## config.mk

```make
export PLATFORM = sky130hd
export DESIGN_NAME = smm_walker
export DESIGN_NICKNAME = d
export VERILOG_FILES = /design/src/rtl/core/smm_pkg.sv /design/src/rtl/core/smm_walker.sv
export SDC_FILE = /design/constraint.sdc
export NUM_CORES = 1
export LEC_CHECK = 0
export ABC_AREA = 1
export ABC_CLOCK_PERIOD_IN_PS = 14400
export BUFFER_PORTS_ARGS = -buffer_cell sky130_fd_sc_hd__buf_2
export CAP_MARGIN = 20
export CORE_ASPECT_RATIO = 0.6
export CORE_MARGIN = 4
export CORE_UTILIZATION = 30
export CTS_BUF_LIST = sky130_fd_sc_hd__clkbuf_8
export CTS_CLUSTER_DIAMETER = 30
export CTS_CLUSTER_SIZE = 25
export DETAILED_ROUTE_END_ITERATION = 16
export GPL_TIMING_DRIVEN = 0
export PLACE_DENSITY_LB_ADDON = 0.3
export SETUP_SLACK_MARGIN = 0.5
export SLEW_MARGIN = 20
export SYNTH_ARGS = -nofsm -noshare
export SYNTH_HDL_FRONTEND = slang
export SYNTH_SLANG_ARGS = --single-unit
export TNS_END_PERCENT = 5
```

## constraint.sdc

```tcl
create_clock -name clock -period 14.4 [get_ports clock]
set_input_delay 1.44 -clock clock [delete_from_list [all_inputs] [get_ports clock]]
set_output_delay 1.44 -clock clock [all_outputs]
set_load 0.01 [all_outputs]
```

## src/rtl/core/smm_pkg.sv

```systemverilog
// shared constants, codes and types for the sorted merge median block
package smm_pkg;

   localparam int LIST_DEPTH = 1024;
   localparam int ADDR_W     = (LIST_DEPTH > 1) ? $clog2(LIST_DEPTH) : 1;
   localparam int CNT_W      = $clog2(LIST_DEPTH + 1);
   localparam int TOT_W      = CNT_W + 1;
   localparam int VALUE_W    = 32;
   localparam int MED_W      = VALUE_W + 1;
   localparam int MODE_W     = 2;
   localparam int STATUS_W   = 2;

   localparam logic [MODE_W-1:0] MODE_FIRST  = 2'd0;
   localparam logic [MODE_W-1:0] MODE_SECOND = 2'd1;
   localparam logic [MODE_W-1:0] MODE_QUERY  = 2'd2;

   localparam logic [STATUS_W-1:0] STATUS_OK      = 2'd0;
   localparam logic [STATUS_W-1:0] STATUS_EMPTY   = 2'd1;
   localparam logic [STATUS_W-1:0] STATUS_DROPPED = 2'd2;

   typedef struct packed {
      logic [CNT_W-1:0] first_count;
      logic [CNT_W-1:0] second_count;
      logic [CNT_W-1:0] lo_pos;
      logic [CNT_W-1:0] hi_pos;
   } walk_cmd_type;

   typedef struct packed {
      logic                      done;
      logic signed [VALUE_W-1:0] lo;
      logic signed [VALUE_W-1:0] hi;
   } walk_rsp_type;

endpackage

```

## src/rtl/core/smm_walker.sv

```systemverilog
// merge-order walk over both list memories, one element per cycle
module smm_walker (
   input  logic                               clock,
   input  logic                               reset,
   input  logic                               start,
   input  smm_pkg::walk_cmd_type              cmd,
   output logic [smm_pkg::ADDR_W-1:0]         rd_addr_first,
   output logic [smm_pkg::ADDR_W-1:0]         rd_addr_second,
   input  logic signed [smm_pkg::VALUE_W-1:0] rd_data_first,
   input  logic signed [smm_pkg::VALUE_W-1:0] rd_data_second,
   output smm_pkg::walk_rsp_type              rsp
);
   import smm_pkg::*;

   localparam logic [1:0] S_IDLE  = 2'd0;
   localparam logic [1:0] S_PRIME = 2'd1;
   localparam logic [1:0] S_WALK  = 2'd2;

   logic [1:0]                state_ff, state_in;
   walk_cmd_type              cmd_ff, cmd_in;
   logic [CNT_W-1:0]          a_ff, a_in;
   logic [CNT_W-1:0]          b_ff, b_in;
   logic [CNT_W-1:0]          pos_ff, pos_in;
   logic signed [VALUE_W-1:0] lo_ff, lo_in;
   logic signed [VALUE_W-1:0] hi_ff, hi_in;
   logic                      done_ff, done_in;

   logic                      have_a, have_b, take_a;
   logic signed [VALUE_W-1:0] elem;

   assign have_a = a_ff < cmd_ff.first_count;
   assign have_b = b_ff < cmd_ff.second_count;
   // ties go to the second list
   assign take_a = have_a && (!have_b || (rd_data_first < rd_data_second));
   assign elem   = take_a ? rd_data_first : rd_data_second;

   always_comb begin
      state_in = state_ff;
      cmd_in   = cmd_ff;
      a_in     = a_ff;
      b_in     = b_ff;
      pos_in   = pos_ff;
      lo_in    = lo_ff;
      hi_in    = hi_ff;
      done_in  = 1'b0;
      unique case (state_ff)
         S_IDLE: begin
            a_in   = '0;
            b_in   = '0;
            pos_in = '0;
            if (start) begin
               cmd_in   = cmd;
               state_in = S_PRIME;
            end
         end
         // heads at address zero are being read
         S_PRIME: begin
            state_in = S_WALK;
         end
         S_WALK: begin
            if (take_a) begin
               a_in = a_ff + CNT_W'(1);
            end else begin
               b_in = b_ff + CNT_W'(1);
            end
            pos_in = pos_ff + CNT_W'(1);
            if (pos_ff == cmd_ff.lo_pos) begin
               lo_in = elem;
            end
            if (pos_ff == cmd_ff.hi_pos) begin
               hi_in    = elem;
               done_in  = 1'b1;
               state_in = S_IDLE;
            end
         end
         default: begin
            state_in = S_IDLE;
         end
      endcase
   end

   // next index drives the address so the head is ready the following cycle
   assign rd_addr_first  = a_in[ADDR_W-1:0];
   assign rd_addr_second = b_in[ADDR_W-1:0];

   always_ff @(posedge clock) begin
      if (reset) begin
         state_ff <= S_IDLE;
         done_ff  <= 1'b0;
      end else begin
         state_ff <= state_in;
         done_ff  <= done_in;
      end
      cmd_ff <= cmd_in;
      a_ff   <= a_in;
      b_ff   <= b_in;
      pos_ff <= pos_in;
      lo_ff  <= lo_in;
      hi_ff  <= hi_in;
   end

   assign rsp.done = done_ff;
   assign rsp.lo   = lo_ff;
   assign rsp.hi   = hi_ff;

endmodule
```

==> summary.txt, run 1 <==
Job
  • Max Cap Viol: 0

Timing
  • Final min period: approximately 5.3 ns
  • Fin. Hold Viols: 0
  • Fmax: 0.189 GHz
  • Fin Clk Skew: 0.0137 ns
  • RSZ-0062 raised after global routing: no
  • Setup-failing EPs final: 0
  • Slew headroom: 50.8%
  • Max Slew Vio Count: 0
  • Setup TNS: 0 ns
  • Slew @ Worst Pin: approximately 0.74 ns
  • Post-route worst setup slack: roughly 9.1 ns
  • Tcrit/Tclk final: 36.8%

Floorplan
  • IO Pins: 196
  • Die ar.: between 0.02 and 0.03 sq mm
  • Starting Density: between 30% and 40%
  • Die height: 128 um
  • Core area: 0.0233 sq mm
  • Die width: a little over 200 um
  • Num rows: 43

Critical path
  • Critical-path top delay cell: ha_1
  • CP endpoint kind: primary output
  • CP Cell Sequence: buf_2 > inv_1 > ha_1 > nand2_1 > inv_1 > nand3_1 > nor3_1 > nand2_1 > nand2_1 > nand2_1 > nand2_1 > nand2_1 > nand2_1 > nand2_4 > nand2_4 > buf_2 > nand3_1 > nand2_1 > buf_4 > buf_2
  • Delay-heaviest family, CP: simple AND/OR/NAND/NOR gates
  • CP Class: input pin to primary output
  • Max incr delay on CP: ~0.3 ns
  • Reg2Reg Setup Slack: 11.22 ns
  • Maximum fanout along the worst path: 10
  • Worst reg2reg endpoint: lo_ff[2]
  • Worst path arrival time: between 3 and 4 ns
  • CP most frequent cell: nand2_1
  • FF-to-FF path depth: 12
  • Critical path buffers and inverters: 6
  • Worst flop-to-flop path startpoint: pos_ff[2]
  • Critical Path RT: 12.96 ns
  • Critical path startpoint category: input pin

Power
  • Peak VDD IR: slightly above 50 uV
  • Static Leak: 4.15 nW
  • Cell Pwr Density: 108 mW/mm^2

Min path
  • Tightest Hold Check Type: register to register
  • Hold path depth: 3
  • HP Start: state_ff[1]
  • Hold Path Sink: state_ff[1]

Synthesis
  • Cell Area, Synth: ~0.007 sq mm
  • Post-synth ARST share: 0%
  • Count of different cell masters after synthesis: 39
  • Sequential fraction of the synthesis area: 56.9%
  • YS warnings: 0
  • Cells after synthesis: 695
  • Avg Cell Area, Syn: ~10 sq um
  • Synth Net Count: 860
  • Synth Flop Type: edfxtp_1
  • FF+latch count, synth: between 100 and 150
  • EDFF count, synth: roughly 120

Drt
  • Vias per std cell: about 4.4
  • Number of DRC markers in iteration 0: 321
  • WL/cell: ~15 um
  • Drt pass-1 iters: 5
  • DRC viols: 0
  • Via count: 5458
  • Routed WL: 19100 um
  • Antenna viol nets, final: 0

Placement
  • # port buffers: 195
  • Place WS: ~9 ns
  • Area post-placement: roughly 0.0087 sq mm
  • RePlAce Congestion: between 0.8 and 0.9
  • Hpwl dp: 15000 um

Final layout
  • Post-route design area: 0.00913 sq mm
  • Antenna Diode Count: 0
  • Most frequent cells in the layout: 204 x buf_2, 121 x edfxtp_1, 106 x nand2_1, 99 x inv_1, 63 x nor2_1
  • Layout cell share with drive strength beyond 1: a little under a third
  • Layout Nets: ~1100
  • # fillers: between 2000 and 2500
  • Commonest non-fill, non-tap cell in the layout: buf_2
  • Synth-to-layout area growth: 26.9%

Clock tree
  • Root buf cell: clkbuf_8
  • Post-CTS Resized: 0
  • CTS Buffer Depth: 2
  • Setup Fix Bufs, Post-CTS: 0
  • CTS buffer count: 17
  • H-Tree Depth: 4
  • Clock sink total: between 100 and 150
  • Worst-path clk slew: around 0.08 ns
  • CTS tree: done
  • CTS Hold Bufs: 0
  • Later-pin clock latency in the skew report: between 0.4 and 0.5 ns

Global route
  • Vias in the first global route: around 5200
  • Pin count of the biggest net entering global routing: 24
  • GRT Overall Usage: ~14%
  • Initial antenna violation count: 0
  • First-pass GRT wire length: 29200 um
  • Grt ovf: 0

Run status
  • Status: finished clean
Yosys cell counts, types with 3 or more instances:
library cell	count	area [sq um]
nand4_1	5	31.3
nor4_1	5	31.3
ha_1	54	676
xnor2_1	6	52.6
o21ai_0	15	75.1
edfxtp_1	121	3630
nand3_1	39	195
inv_1	98	368
a21oi_2	10	87.6
buf_2	3	15.0
clkbuf_1	4	15.0
xor2_1	12	105
nor2_1	65	244
nor3_1	15	75.1
nand2_1	106	398
dfxtp_1	23	460
o21ai_1	4	20.0
o22ai_1	4	25.0
buf_4	25	188
a21oi_1	56	280
where the power goes:
group | switching [mW] | leakage, nW | internal (mW) | total, mW
Combinational | 0.0831 | 2.59 | 0.0473 | 0.130
Clock | 0.164 | 0.231 | 0.206 | 0.370
Sequential | 0.00733 | 1.33 | 0.475 | 0.482
Total | 0.255 | 4.15 | 0.728 | 0.982
worst max path at each step:
stage                             startpoint                end  slack (ns)  cells past startpoint
after global routing      rd_data_second[15]  rd_addr_second[3]        8.83                     17
after global placement             pos_ff[2]           lo_ff[2]        6.67                      5
after detailed placement  rd_data_second[15]  rd_addr_second[3]        9.09                     20
after CTS                 rd_data_second[15]  rd_addr_second[3]        9.07                     20
final                     rd_data_second[15]  rd_addr_second[3]        9.11                     20
after floorplan                    pos_ff[2]           lo_ff[0]        9.83                      5
state kept, by name (all words and copies together), names as in the netlist:
name	flops
cmd_ff	44
done_ff	1
state_ff	2
pos_ff	11
lo_ff	32
b_ff	11
hi_ff	32
a_ff	11
cell type report:
| type | count | area (sq um) | share of cell area [%] |
|---|---|---|---|
| inverter | 99 | 372 | 4.07 |
| tap | 315 | 394 | 4.32 |
| buffer | 34 | 240 | 2.63 |
| sequential | 144 | 4090 | 44.9 |
| clock buffer | 17 | 234 | 2.56 |
| multi-input combinational | 418 | 2510 | 27.5 |
| timing repair buffer | 204 | 1070 | 11.7 |
| clock inverter | 15 | 216 | 2.37 |
metal layers:
metal	global-route usage (%)	vias to the layer above	routed length, um
met5	0	-	0
met1	22.0	2488	10300
met3	3.99	11	1130
met2	19.8	150	7550
met4	2.89	0	128
li1	-	2809	-
tightest hold or removal path, cell delays in order (launching register included):
cell and delay, ns:
dfxtp_1 0.31, inv_1 0.06, nand2_1 0.06, a21oi_1 0.05
cell families after synthesis:
kind of cell,count (synthesis),share of synthesized area (%)
AOI/OAI and AO/OA,101,8.23
xor gates and xnor gates,18,2.19
adders and majority gates,54,9.40
buffers and inverters,133,8.51
DFF,144,56.9
and+or+nand+nor,245,14.7
per-stage QoR:
stage / total power, mW / utilization (%) / hold WS [ns] / instances
6_report: 0.982 / 39.1 / 0.518 / 1246
5_1_grt: 1.03 / 39.1 / 0.559 / 1246
4_1_cts: 0.997 / 39.1 / 0.515 / 1246
3_5_place_dp: 0.623 / 37.2 / 0.503 / 1214
3_3_place_gp: 0.620 / 36.7 / 0.495 / 1205
2_1_floorplan: 0.570 / - / 0.475 / 695
Note: power is estimated with default switching activity, not from simulation.
==> run 2, diff against run 1 <==
ABC_AREA = 0   (was 1)
ABC_CLOCK_PERIOD_IN_PS = 4250   (was 14400)
clock period = 4.25 ns   (was 14.4 ns; I/O delays follow)
==> summary.txt, run 2 <==
Floorplan
  • Core area: 0.0233 sq mm (-0.23%)
  • Die height: 128 um (about the same)
  • IO Pins: 196 (unchanged)
  • Num rows: 43 (unchanged)
  • Die width: 208 um (about the same)
  • Die ar.: 0.0266 sq mm (-0.14%)
  • Starting Density: 30.8% (about the same)

Drt
  • Antenna viol nets, final: 0 (unchanged)
  • WL/cell: 16.7 um (+9.2%)
  • Routed WL: 19100 um (about the same)
  • Vias per std cell: 4.57 (+4.4%)
  • Via count: 5215 (-4.5%)
  • Drt pass-1 iters: 5 (unchanged)
  • DRC viols: 0 (unchanged)
  • Number of DRC markers in iteration 0: 298 (-7.2%)

Placement
  • Hpwl dp: 14800 um (-1.3%)
  • RePlAce Congestion: 0.786 (-6.9%)
  • Area post-placement: 0.00863 sq mm (-0.48%)
  • # port buffers: 195 (unchanged)

Final layout
  • Most frequent cells in the layout: 198 x buf_2, 121 x edfxtp_1, 58 x inv_1, 53 x ha_1, 39 x nand2_1
  • Layout cell share with drive strength beyond 1: 38.5% (+7.8 points)
  • Biggest registers after layout: cmd_ff (44), hi_ff (32), lo_ff (32)
  • Top reg by flops: cmd_ff
  • Max reg flops: 44 (unchanged)
  • Layout Nets: 975 (-10%)
  • Post-route design area: 0.00918 sq mm (+0.55%)
  • Commonest non-fill, non-tap cell in the layout: buf_2
  • # fillers: 2288 (-2.8%)
  • Synth-to-layout area growth: 27.8%

Synthesis
  • Count of different cell masters after synthesis: 48 (+23%)
  • Avg Cell Area, Syn: 12.3 sq um (+18%)
  • Yosys top cell by area: edfxtp_1
  • Sequential fraction of the synthesis area: 57.0% (+0.089 points)
  • EDFF count, synth: 121 (unchanged)
  • Ranking of synthesized cells by area: edfxtp_1 51%, ha_1 9.4%, dfxtp_1 6.4%, mux2_2 5.0%, inv_1 2.9%
  • YS warnings: 0 (unchanged)
  • Top cells by count, synth: 121 x edfxtp_1, 55 x inv_1, 54 x ha_1
  • Synth Flop Type: edfxtp_1
  • Most frequent cell after synthesis: edfxtp_1
  • Synth Net Count: 751 (-13%)
  • Cells after synthesis: 586 (-16%)
  • FF+latch count, synth: 144 (unchanged)
  • Post-synth ARST share: 0% (unchanged)
  • Cell Area, Synth: 0.00718 sq mm (-0.16%)
  • Post-synth top area share: 50.6% (+0.079 points)

Clock tree
  • Worst-path clk slew: 0.08 ns (about the same)
  • Root buf cell: clkbuf_8
  • CTS tree: done
  • Later-pin clock latency in the skew report: 0.46 ns (about the same)
  • CTS buffer count: 17 (unchanged)
  • Clock sink total: 144 (unchanged)
  • CTS Buffer Depth: 2 (unchanged)
  • H-Tree Depth: 4 (unchanged)
  • CTS Hold Bufs: 0 (unchanged)

Global route
  • GRT Overall Usage: 14.2% (about the same)
  • First-pass GRT wire length: 29300 um (+0.31%)
  • Initial antenna violation count: 4 (+4)
  • Vias in the first global route: 5153 (-1.8%)
  • Pin count of the biggest net entering global routing: 31 (+29%)
  • Grt ovf: 0 (unchanged)

Job
  • Max Cap Viol: 0 (unchanged)

Critical path
  • FF-to-FF path depth: 7 (-5)
  • CP Depth: 13 (-35%)
  • CP endpoint kind: primary output
  • CP Class: register to primary output
  • Critical path startpoint category: register
  • Worst reg2reg endpoint: hi_ff[27]
  • Maximum fanout along the worst path: 5 (-5)
  • Worst path arrival time: 3.17 ns (-0.68 ns)
  • Critical Path RT: 3.83 ns (-9.13 ns)
  • Max incr delay on CP: 0.37 ns (+0.07 ns)
  • Critical-path top delay cell: edfxtp_1
  • Crit path launch: cmd_ff[24]
  • CP endpoint: rd_addr_second[9]
  • Critical path buffers and inverters: 4 (-2)
  • Worst flop-to-flop path startpoint: state_ff[0]
  • Delay-heaviest family, CP: compound AO/OA/AOI/OAI gates
  • CP Cell Sequence: inv_1 > ha_4 > a21o_1 > a31oi_4 > o2bb2ai_2 > o21ai_4 > a31oi_4 > buf_4 > a2111oi_4 > mux2i_1 > o21ai_1 > buf_4 > buf_2
  • Reg2Reg Setup Slack: 1.25 ns (-9.97 ns)

Timing
  • Final min period: 3.59 ns
  • Tcrit/Tclk final: a little over four fifths
  • Fin. Hold Viols: 0 (unchanged)
  • Setup TNS: 0 ns (unchanged)
  • RSZ-0062 raised after global routing: yes
  • Setup-failing EPs final: 0 (unchanged)
  • Max Slew Vio Count: 0 (unchanged)
  • Slew @ Worst Pin: 0.730 ns (-0.00619 ns)
  • Fin Clk Skew: 0.0155 ns (+0.00185 ns)
  • Slew headroom: 51.1% (+0.35 points)
  • Fmax: between 0.2 and 0.3 GHz

Power
  • Peak VDD IR: 179 uV (+250%)
  • Cell Pwr Density: 352 mW/mm^2 (+230%)
  • Static Leak: 3.96 nW (-4.5%)

Run status
  • Status: finished clean

Min path
  • Tightest Hold Check Type: input pin to register
  • HP Start: cmd[12]
-- run 2: cell types whose count changed in the layout (fill, tap and decap cells not counted), sizes merged, moves of 12 or more --
| cell | previous run | this run |
|---|---|---|
| mux2 | 0 | 32 |
| nand2 | 109 | 40 |
| o211ai | 0 | 12 |
| inv | 102 | 61 |
| a21oi | 66 | 19 |
| nor2 | 66 | 31 |
-- run 2: cell families after synthesis --
kind of cell	synth area share, %
DFF	57.0
adders and majority gates	9.41
buffers and inverters	6.22
and+or+nand+nor	10.2
AOI/OAI and AO/OA	8.09
muxes	5.44
xor gates and xnor gates	3.66
-- run 2: worst min path at each step --
stage                              to  slack (ns)  cells past startpoint
after global placement        b_ff[9]        0.55                      2
final                      cmd_ff[12]        0.14                      1
after CTS                  cmd_ff[12]        0.10                      1
after floorplan           state_ff[0]        0.50                      1
after global routing       cmd_ff[17]         0.1                      1
after detailed placement      b_ff[9]        0.56                      2
-- run 2: repair_timing --
action | 4_1_cts | 5_1_grt
resized for setup | 7 | 12
setup endpoints to repair | 18 | 17
pin swaps | 2 | 2
buffers inserted | 0 | 4
-- run 2: power breakdown --
part / internal (mW) / switching [mW] / total, mW
Sequential: 1.60 / 0.0281 / 1.63
Combinational: 0.189 / 0.234 / 0.423
Clock: 0.648 / 0.534 / 1.18
-- run 2: area by class of cell --
| class | count | area (sq um) | share of cell area, % |
|---|---|---|---|
| antenna | 2 | 5.00 | 0.0545 |
| buffer | 38 | 249 | 2.71 |
| clock buffer | 18 | 248 | 2.70 |
| clock inverter | 14 | 175 | 1.91 |
| inverter | 56 | 210 | 2.29 |
| multi-input combinational | 348 | 2720 | 29.6 |
| sequential | 144 | 4100 | 44.7 |
| tap | 315 | 394 | 4.30 |
| timing repair buffer | 205 | 1080 | 11.7 |
-- run 2: worst reg2reg max path, cell delays in order, from the launching register on --
cell and delay [ns]:
dfxtp_1 0.31, clkbuf_1 0.22, inv_1 0.50, nand2_1 0.36, clkbuf_2 0.32, clkbuf_1 0.31, nor2_4 0.41, buf_12 0.25
-- run 2: metrics by stage --
step                setup slack, ns  hold slack (ns)  power [mW]  util, %  std cells
finish                        0.658            0.142        3.23     39.4       1140
global route                  0.464           0.0984        3.40     39.4       1140
CTS                           0.485            0.100        3.28     39.0       1134
detailed placement            0.415            0.558        2.07     37.1       1102
global placement              -1.48            0.546        2.06     36.7       1096
floorplan                     0.719            0.497        1.91        -        586
-- run 2: metal layers --
metal / GRT usage, % / up-vias / share of wire [%]
met5: 0 / - / 0.11
met4: 4.36 / 4 / 1.8
met3: 4.16 / 23 / 5.5
met2: 19.6 / 135 / 41
met1: 21.5 / 2473 / 52
li1: - / 2580 / -
